`src/dq_pkg.sv`:
```
`timescale 1ns / 1ps
// ----------------------------------------------------------------------------
// dq_pkg
// Shared types, constants and ring helpers for the double-ended queue.
// ----------------------------------------------------------------------------
package dq_pkg;

    localparam int DEPTH  = 32;
    localparam int ITEM_W = 32;
    localparam int IDX_W  = (DEPTH > 1) ? $clog2(DEPTH) : 1;
    localparam int OCC_W  = $clog2(DEPTH + 1);

    typedef logic [IDX_W-1:0]         idx_t;
    typedef logic [OCC_W-1:0]         occ_t;
    typedef logic signed [ITEM_W-1:0] item_t;

    typedef enum logic [2:0] {
        FN_PUSH_FRONT = 3'd0,
        FN_PUSH_BACK  = 3'd1,
        FN_TRAVERSE   = 3'd2,
        FN_POP_FRONT  = 3'd3,
        FN_POP_BACK   = 3'd4
    } func_t;

    typedef enum logic [1:0] {
        ST_OK    = 2'd0,
        ST_EMPTY = 2'd1,
        ST_FULL  = 2'd2
    } status_t;

    typedef struct packed {
        func_t op;
        item_t item;
    } cmd_t;

    // ring position of base + off, with off below DEPTH
    function automatic idx_t ring_pos(input idx_t base, input occ_t off);
        logic [OCC_W:0] sum;
        sum = {{(OCC_W + 1 - IDX_W){1'b0}}, base} + {1'b0, off};
        if (sum >= (OCC_W + 1)'(DEPTH))
        begin
            sum = sum - (OCC_W + 1)'(DEPTH);
        end
        return sum[IDX_W-1:0];
    endfunction

    function automatic idx_t ring_inc(input idx_t base);
        return (base == IDX_W'(DEPTH - 1)) ? '0 : IDX_W'(base + 1'b1);
    endfunction

    function automatic idx_t ring_dec(input idx_t base);
        return (base == '0) ? IDX_W'(DEPTH - 1) : IDX_W'(base - 1'b1);
    endfunction

endpackage

```
`src/double_ended_queue.sv`:
```
`timescale 1ns / 1ps
// ----------------------------------------------------------------------------
// double_ended_queue
// Bounded deque of signed 32-bit items held in a ring RAM.
// ----------------------------------------------------------------------------
//  channel   handshake             payload
//  request   in_valid / in_stall   func, item_in
//  result    out_valid / out_stall item_out, status, last
//
//  Push, and any full or empty answer: result registered on the take.
//  Pop: registered read of the entry RAM, then the output register via S_RD.
//  Traverse: one item per cycle after the first read while not stalled.
//  Reset clears pointers, occupancy and queues; the RAM is not cleared.
//  A stalled result holds the execution side; the two-entry command buffer
//  keeps accepting requests until it fills.
// ----------------------------------------------------------------------------
module double_ended_queue (
    input  logic          clk,
    input  logic          rst_n,
    input  logic          in_valid,
    output logic          in_stall,
    input  logic [2:0]    func,
    input  logic signed [dq_pkg::ITEM_W-1:0] item_in,
    output logic          out_valid,
    input  logic          out_stall,
    output logic signed [dq_pkg::ITEM_W-1:0] item_out,
    output logic [1:0]    status,
    output logic          last
);
    import dq_pkg::*;

    logic    cmd_valid;
    cmd_t    cmd;
    logic    cmd_take;
    status_t status_int;

    dq_front u_front (
        .clk       (clk),
        .rst_n     (rst_n),
        .in_valid  (in_valid),
        .in_stall  (in_stall),
        .func      (func),
        .item_in   (item_in),
        .cmd_valid (cmd_valid),
        .cmd       (cmd),
        .cmd_take  (cmd_take)
    );

    dq_back u_back (
        .clk       (clk),
        .rst_n     (rst_n),
        .cmd_valid (cmd_valid),
        .cmd       (cmd),
        .cmd_take  (cmd_take),
        .out_valid (out_valid),
        .out_stall (out_stall),
        .item_out  (item_out),
        .status    (status_int),
        .last      (last)
    );

    assign status = status_int;

endmodule

```
`src/dq_ram.sv`:
```
`timescale 1ns / 1ps
// ----------------------------------------------------------------------------
// dq_ram
// Generic single-write, single-read RAM with registered read data.
// ----------------------------------------------------------------------------
module dq_ram #(
    parameter int  WIDTH  = 32,
    parameter int  DEPTH  = 32,
    localparam int ADDR_W = (DEPTH > 1) ? $clog2(DEPTH) : 1
) (
    input  logic              clk,
    input  logic              wr_en,
    input  logic [ADDR_W-1:0] wr_addr,
    input  logic [WIDTH-1:0]  wr_data,
    input  logic              rd_en,
    input  logic [ADDR_W-1:0] rd_addr,
    output logic [WIDTH-1:0]  rd_data
);

    logic [WIDTH-1:0] mem [DEPTH];
    logic [WIDTH-1:0] rd_data_reg;

    always_ff @(posedge clk)
    begin
        if (wr_en)
        begin
            mem[wr_addr] <= wr_data;
        end
        if (rd_en)
        begin
            rd_data_reg <= mem[rd_addr];
        end
    end

    assign rd_data = rd_data_reg;

endmodule

```
`src/dq_front.sv`:
```
`timescale 1ns / 1ps
// ----------------------------------------------------------------------------
// dq_front
// Request intake: decodes the operation code, drops unused codes and queues
// commands in a two-entry buffer towards the execution side.
// ----------------------------------------------------------------------------
module dq_front (
    input  logic          clk,
    input  logic          rst_n,
    input  logic          in_valid,
    output logic          in_stall,
    input  logic [2:0]    func,
    input  dq_pkg::item_t item_in,
    output logic          cmd_valid,
    output dq_pkg::cmd_t  cmd,
    input  logic          cmd_take
);
    import dq_pkg::*;

    cmd_t       slot_reg [2];
    logic       wr_ptr_reg, wr_ptr_next;
    logic       rd_ptr_reg, rd_ptr_next;
    logic [1:0] count_reg, count_next;
    logic       code_ok;
    logic       push;
    logic       pop;

    always_comb
    begin
        unique case (func_t'(func))
            FN_PUSH_FRONT, FN_PUSH_BACK, FN_TRAVERSE, FN_POP_FRONT, FN_POP_BACK:
                code_ok = 1'b1;
            default:
                code_ok = 1'b0;
        endcase
    end

    assign in_stall  = (count_reg == 2'd2);
    assign cmd_valid = (count_reg != 2'd0);
    assign cmd       = slot_reg[rd_ptr_reg];

    assign push = in_valid && !in_stall && code_ok;
    assign pop  = cmd_valid && cmd_take;

    always_comb
    begin
        wr_ptr_next = push ? !wr_ptr_reg : wr_ptr_reg;
        rd_ptr_next = pop ? !rd_ptr_reg : rd_ptr_reg;
        count_next  = count_reg;
        if (push && !pop)
        begin
            count_next = count_reg + 2'd1;
        end
        else if (pop && !push)
        begin
            count_next = count_reg - 2'd1;
        end
    end

    always_ff @(posedge clk or negedge rst_n)
    begin
        if (!rst_n)
        begin
            wr_ptr_reg <= 1'b0;
            rd_ptr_reg <= 1'b0;
            count_reg  <= 2'd0;
        end
        else
        begin
            wr_ptr_reg <= wr_ptr_next;
            rd_ptr_reg <= rd_ptr_next;
            count_reg  <= count_next;
        end
    end

    always_ff @(posedge clk)
    begin
        if (push)
        begin
            slot_reg[wr_ptr_reg] <= '{op: func_t'(func), item: item_in};
        end
    end

endmodule

```
`src/dq_back.sv`:
```
`timescale 1ns / 1ps
// ----------------------------------------------------------------------------
// dq_back
// Execution side: holds the front pointer and occupancy, drives the entry RAM and the
// output register, and walks the ring for traversal.
// ----------------------------------------------------------------------------
module dq_back (
    input  logic             clk,
    input  logic             rst_n,
    input  logic             cmd_valid,
    input  dq_pkg::cmd_t     cmd,
    output logic             cmd_take,
    output logic             out_valid,
    input  logic             out_stall,
    output dq_pkg::item_t    item_out,
    output dq_pkg::status_t  status,
    output logic             last
);
    import dq_pkg::*;

    typedef enum logic [1:0] {
        S_IDLE,
        S_RD,
        S_TRAV
    } state_t;

    state_t  state_reg, state_next;
    idx_t    front_reg, front_next;
    occ_t    occ_reg, occ_next;
    occ_t    cnt_reg, cnt_next;
    logic    out_valid_reg, out_valid_next;
    item_t   item_reg, item_next;
    status_t status_reg, status_next;
    logic    last_reg, last_next;

    logic    ram_wr;
    idx_t    ram_wr_addr;
    logic    ram_rd;
    idx_t    ram_rd_addr;
    item_t   ram_rd_data;

    logic    out_free;
    logic    is_full;
    logic    is_empty;
    logic    trav_last;

    dq_ram #(
        .WIDTH (ITEM_W),
        .DEPTH (DEPTH)
    ) u_ram (
        .clk     (clk),
        .wr_en   (ram_wr),
        .wr_addr (ram_wr_addr),
        .wr_data (cmd.item),
        .rd_en   (ram_rd),
        .rd_addr (ram_rd_addr),
        .rd_data (ram_rd_data)
    );

    assign out_free  = !out_valid_reg || !out_stall;
    assign is_full   = (occ_reg == OCC_W'(DEPTH));
    assign is_empty  = (occ_reg == '0);
    assign trav_last = (OCC_W'(cnt_reg + 1'b1) == occ_reg);

    always_comb
    begin
        state_next     = state_reg;
        front_next     = front_reg;
        occ_next       = occ_reg;
        cnt_next       = cnt_reg;
        out_valid_next = out_valid_reg && out_stall;
        item_next      = item_reg;
        status_next    = status_reg;
        last_next      = last_reg;
        cmd_take       = 1'b0;
        ram_wr         = 1'b0;
        ram_wr_addr    = front_reg;
        ram_rd         = 1'b0;
        ram_rd_addr    = front_reg;

        unique case (state_reg)
            S_IDLE:
            begin
                if (cmd_valid && out_free)
                begin
                    cmd_take  = 1'b1;
                    item_next = '0;
                    last_next = 1'b1;
                    unique case (cmd.op)
                        FN_PUSH_FRONT, FN_PUSH_BACK:
                        begin
                            out_valid_next = 1'b1;
                            if (is_full)
                            begin
                                status_next = ST_FULL;
                            end
                            else
                            begin
                                status_next = ST_OK;
                                ram_wr      = 1'b1;
                                occ_next    = OCC_W'(occ_reg + 1'b1);
                                if (cmd.op == FN_PUSH_FRONT)
                                begin
                                    ram_wr_addr = ring_dec(front_reg);
                                    front_next  = ring_dec(front_reg);
                                end
                                else
                                begin
                                    ram_wr_addr = ring_pos(front_reg, occ_reg);
                                end
                            end
                        end
                        FN_TRAVERSE:
                        begin
                            if (is_empty)
                            begin
                                out_valid_next = 1'b1;
                                status_next    = ST_EMPTY;
                            end
                            else
                            begin
                                ram_rd      = 1'b1;
                                ram_rd_addr = front_reg;
                                cnt_next    = '0;
                                state_next  = S_TRAV;
                            end
                        end
                        FN_POP_FRONT, FN_POP_BACK:
                        begin
                            if (is_empty)
                            begin
                                out_valid_next = 1'b1;
                                status_next    = ST_EMPTY;
                            end
                            else
                            begin
                                ram_rd     = 1'b1;
                                occ_next   = OCC_W'(occ_reg - 1'b1);
                                state_next = S_RD;
                                if (cmd.op == FN_POP_FRONT)
                                begin
                                    ram_rd_addr = front_reg;
                                    front_next  = ring_inc(front_reg);
                                end
                                else
                                begin
                                    ram_rd_addr = ring_pos(front_reg,
                                                           OCC_W'(occ_reg - 1'b1));
                                end
                            end
                        end
                        default:
                        begin
                        end
                    endcase
                end
            end
            S_RD:
            begin
                if (out_free)
                begin
                    out_valid_next = 1'b1;
                    item_next      = ram_rd_data;
                    status_next    = ST_OK;
                    last_next      = 1'b1;
                    state_next     = S_IDLE;
                end
            end
            S_TRAV:
            begin
                if (out_free)
                begin
                    out_valid_next = 1'b1;
                    item_next      = ram_rd_data;
                    status_next    = ST_OK;
                    last_next      = trav_last;
                    if (trav_last)
                    begin
                        state_next = S_IDLE;
                    end
                    else
                    begin
                        cnt_next    = OCC_W'(cnt_reg + 1'b1);
                        ram_rd      = 1'b1;
                        ram_rd_addr = ring_pos(front_reg, OCC_W'(cnt_reg + 1'b1));
                    end
                end
            end
            default:
            begin
                state_next = S_IDLE;
            end
        endcase
    end

    always_ff @(posedge clk or negedge rst_n)
    begin
        if (!rst_n)
        begin
            state_reg     <= S_IDLE;
            front_reg     <= '0;
            occ_reg       <= '0;
            cnt_reg       <= '0;
            out_valid_reg <= 1'b0;
            item_reg      <= '0;
            status_reg    <= ST_OK;
            last_reg      <= 1'b0;
        end
        else
        begin
            state_reg     <= state_next;
            front_reg     <= front_next;
            occ_reg       <= occ_next;
            cnt_reg       <= cnt_next;
            out_valid_reg <= out_valid_next;
            item_reg      <= item_next;
            status_reg    <= status_next;
            last_reg      <= last_next;
        end
    end

    assign out_valid = out_valid_reg;
    assign item_out  = item_reg;
    assign status    = status_reg;
    assign last      = last_reg;

    a_occ_bound: assert property (@(posedge clk) disable iff (!rst_n)
        occ_reg <= OCC_W'(DEPTH))
        else $error("occupancy beyond depth");

    a_trav_cnt: assert property (@(posedge clk) disable iff (!rst_n)
        state_reg == S_TRAV |-> cnt_reg < occ_reg)
        else $error("traversal count past occupancy");

    a_trav_end: assert property (@(posedge clk) disable iff (!rst_n)
        state_reg == S_TRAV && out_free && trav_last |=> state_reg == S_IDLE)
        else $error("traversal did not finish on last item");

    a_no_take_busy: assert property (@(posedge clk) disable iff (!rst_n)
        cmd_take |-> state_reg == S_IDLE && out_free)
        else $error("command taken while busy");

endmodule
```
`config.mk`:
```
export PLATFORM = sky130hd
export DESIGN_NAME = double_ended_queue
export DESIGN_NICKNAME = d
export VERILOG_FILES = /design/src/dq_pkg.sv /design/src/double_ended_queue.sv /design/src/dq_ram.sv /design/src/dq_front.sv /design/src/dq_back.sv
export SDC_FILE = /design/constraint.sdc
export NUM_CORES = 1
export LEC_CHECK = 0
export ABC_AREA = 1
export BUFFER_PORTS_ARGS = -buffer_cell sky130_fd_sc_hd__buf_2
export CORE_MARGIN = 1.5
export CORE_UTILIZATION = 57
export CTS_CLUSTER_SIZE = 14
export DETAILED_ROUTE_END_ITERATION = 7
export GPL_TIMING_DRIVEN = 1
export PLACE_DENSITY = 0.76
export RECOVER_POWER = 50
export SYNTH_ARGS = -nofsm -noshare
export SYNTH_HDL_FRONTEND = slang
export SYNTH_HIERARCHICAL = 1
export SYNTH_SLANG_ARGS = --single-unit
```
`constraint.sdc`:
```
create_clock -name clk -period 3.9 [get_ports clk]
set_input_delay 0.195 -clock clk [delete_from_list [all_inputs] [get_ports clk]]
set_output_delay 0.195 -clock clk [all_outputs]
set_load 0.02 [all_outputs]
```
==> impl_metrics.json <==
{
  "drv_slew": 111,
  "whs_path_depth": 2,
  "crit_top_cell": "nand3_1",
  "overflow": 0,
  "reg2reg_to": "u_back/u_ram/mem[30][14]",
  "min_path_type": "in2reg",
  "holdPathEnd": "u_front/slot_reg[1][4]",
  "synthTopCellsByArea": "edfxtp_1 (68%), nand2_1 (13%), nand3_1 (8.5%)",
  "worst_pin_slew_ns": 2.342,
  "grt_max_degree": 86,
  "cts_buffers": 113,
  "num_io_pins": 76,
  "max_freq_ghz": 0.2695,
  "hold_viol": 0,
  "r2r_cells": 9,
  "final_common_cell": "nand2_1",
  "gp_congestion": 0.9277,
  "worstSetupEndpointType": "flop",
  "cts_tree": "built",
  "path_max_fanout": 14,
  "critPathMaxStageDelay_ns": 0.62,
  "core_um2": 85680,
  "wire_per_inst_um": 23.55,
  "grt_pass1_wl_um": 198600,
  "synth-seq-cells": 1185,
  "dieArea_um2": 88670,
  "synth_edf_count": 1126,
  "clock-sinks": 1185,
  "finalCriticalPeriod_ns": 3.711,
  "skew_ns": 0.04451,
  "postRouteAntennaNets": 0,
  "maxCapViolations": 3,
  "setup_tns_ns": 0,
  "via_per_inst": 6.004,
  "violations": "DRC, capacitance limit, slew limit",
  "stdcell_count": 5664,
  "wl_um": 133400,
  "cts.htree.levels": 3,
  "final_cell_mix": "nand2_1 (1714), edfxtp_1 (1126), nand3_1 (842)",
  "grt_pass1_vias": 32310,
  "start_kind": "flop",
  "timing.rr.start": "u_back/occ_reg[0]",
  "drive_gt1_share_pct": 8.984,
  "async_reset_ff_share_pct": 4.979,
  "cts_root_buf": "clkbuf_16",
  "cts_buffer_depth": 3,
  "seq_area_frac_synth_pct": 71.25,
  "dp_hpwl_um": 77110,
  "initial_core_util_pct": 57.81,
  "hp-start": "item_in[4]",
  "r2r_slack_ns": 0.19,
  "area_growth_pct": 12.52,
  "synth_ff_type": "edfxtp_1",
  "drtIter0Drc": 4727,
  "drt_first_pass_iters": 8,
  "synth_top_area_cell": "edfxtp_1",
  "slowest_stage": "o21ai_0",
  "clkLatencyLatePin_ns": 0.70,
  "place_inst": 5411,
  "synth_nets": 4342,
  "fin_nets": 4485,
  "syn_avg_cell_area_um2": 11.58,
  "maxSlewHeadroom_pct": -56.17,
  "path_class": "reg2reg",
  "path_clk_slew_ns": 0.06,
  "antenna_found_initial": 4,
  "crit_chain": "inv_1 > ha_1 > nand3_1 > o211ai_1 > inv_2 > o21ai_0 > nand3_1 > nor2_4 > buf_4",
  "synth_cell_types": 50,
  "num_vias": 34010,
  "largest_reg_flops": 1024,
  "die_w_um": 297.8,
  "die_h_um": 297.8,
  "crit_arrival_ns": 4.03,
  "status": "finished with violations",
  "io_buffers": 75,
  "postSynthCellCount": 4277,
  "setup_viol": 0,
  "drc": 1,
  "synth_top_area_share_pct": 68.27,
  "fin_crit_sh_pct": 95.15,
  "grt_use_total_pct": 29.87,
  "rsz0062_at_grt": "no",
  "rows": 107,
  "synth_area_um2": 49530,
  "required_ns": 4.22,
  "yosys_warnings": 6
}
-- worst max path at each step --
stage,from,end,slack [ns],cells past startpoint
3_5_place_dp,u_back/front_reg[0],u_back/u_ram/mem[24][22],0.31,10
3_3_place_gp,u_back/occ_reg[0],u_back/u_ram/mem[30][12],0.35,9
2_1_floorplan,u_front/rd_ptr_reg,u_back/u_ram/mem[30][0],0.01,13
4_1_cts,u_front/rd_ptr_reg,u_back/u_ram/mem[24][7],0.25,13
6_report,u_back/occ_reg[0],u_back/u_ram/mem[30][14],0.19,9
5_1_grt,u_back/cnt_reg[1],u_back/u_ram/rd_data[8],0.02,17
-- critical path, delay by kind of cell (launching register included) --
kind	cells	cell delay (ns)
buffers and inverters	3	0.75
and+or+nand+nor	3	0.89
adders and majority gates	1	0.29
DFF	1	0.45
AOI/OAI and AO/OA	2	0.98
-- timing repair --
action | 4_1_cts | 5_1_grt
gates resized for setup | 0 | 1
hold buffers | 38 | 0
setup buffers | 0 | 0
endpoints found under the setup margin | 0 | 1
hold endpoints to repair | 111 | 0
-- cell usage after synthesis, types with 5 or more instances --
cell type	n
ha_1	23
nand3_2	8
inv_1	55
buf_2	89
xnor2_1	5
nand2_1	1712
a21oi_1	17
o21ai_1	9
xor2_1	14
clkbuf_1	32
nand4_1	11
buf_1	18
edfxtp_1	1126
nand3_1	842
buf_4	29
inv_2	14
dfrtp_1	59
o21ai_0	20
buf_6	73
nand2_2	10
nor2_1	60
-- metrics by stage --
stage	area, µm²	setup WS (ns)	hold WS, ns	utilization (%)
after floorplan	49530	0.01291	-0.1006	-
after global placement	51920	0.3467	0.3833	60.60
after detailed placement	51920	0.3088	0.3864	60.60
after CTS	55910	0.2487	0.1959	65.25
after global routing	55730	0.02465	0.2271	65.05
final	55730	0.1891	0.2334	65.05
-- layer usage --
metal	part of all wire [%]	global-route usage [%]	vias up
met5	0.017	0	-
met4	4.2	11.92	4
met2	46	46.98	2353
met1	37	41.17	16120
li1	-	-	15120
met3	13	6.089	407
-- cell families after synthesis --
logic type	share of synthesized area, %
AOI/OAI and AO/OA	0.9195
xor gates and xnor gates	0.3360
adders and majority gates	0.7023
buffers and inverters	4.047
DFF	71.25
and+or+nand+nor	22.75
-- area by class of cell --
class	count	area, µm²
well taps	1144	1431
clock buffers	142	2978
clock inverters	72	626.9
fillers	6113	29950
diodes	1	2.502
multi-input cells	2776	12450
repair buffers	273	2650
flip-flops and latches	1185	35290
inverters	71	307.8
Power is left out: the tool's default activity adds up to more than one toggle a clock period on the data nets, which glitch-free logic cannot reach.
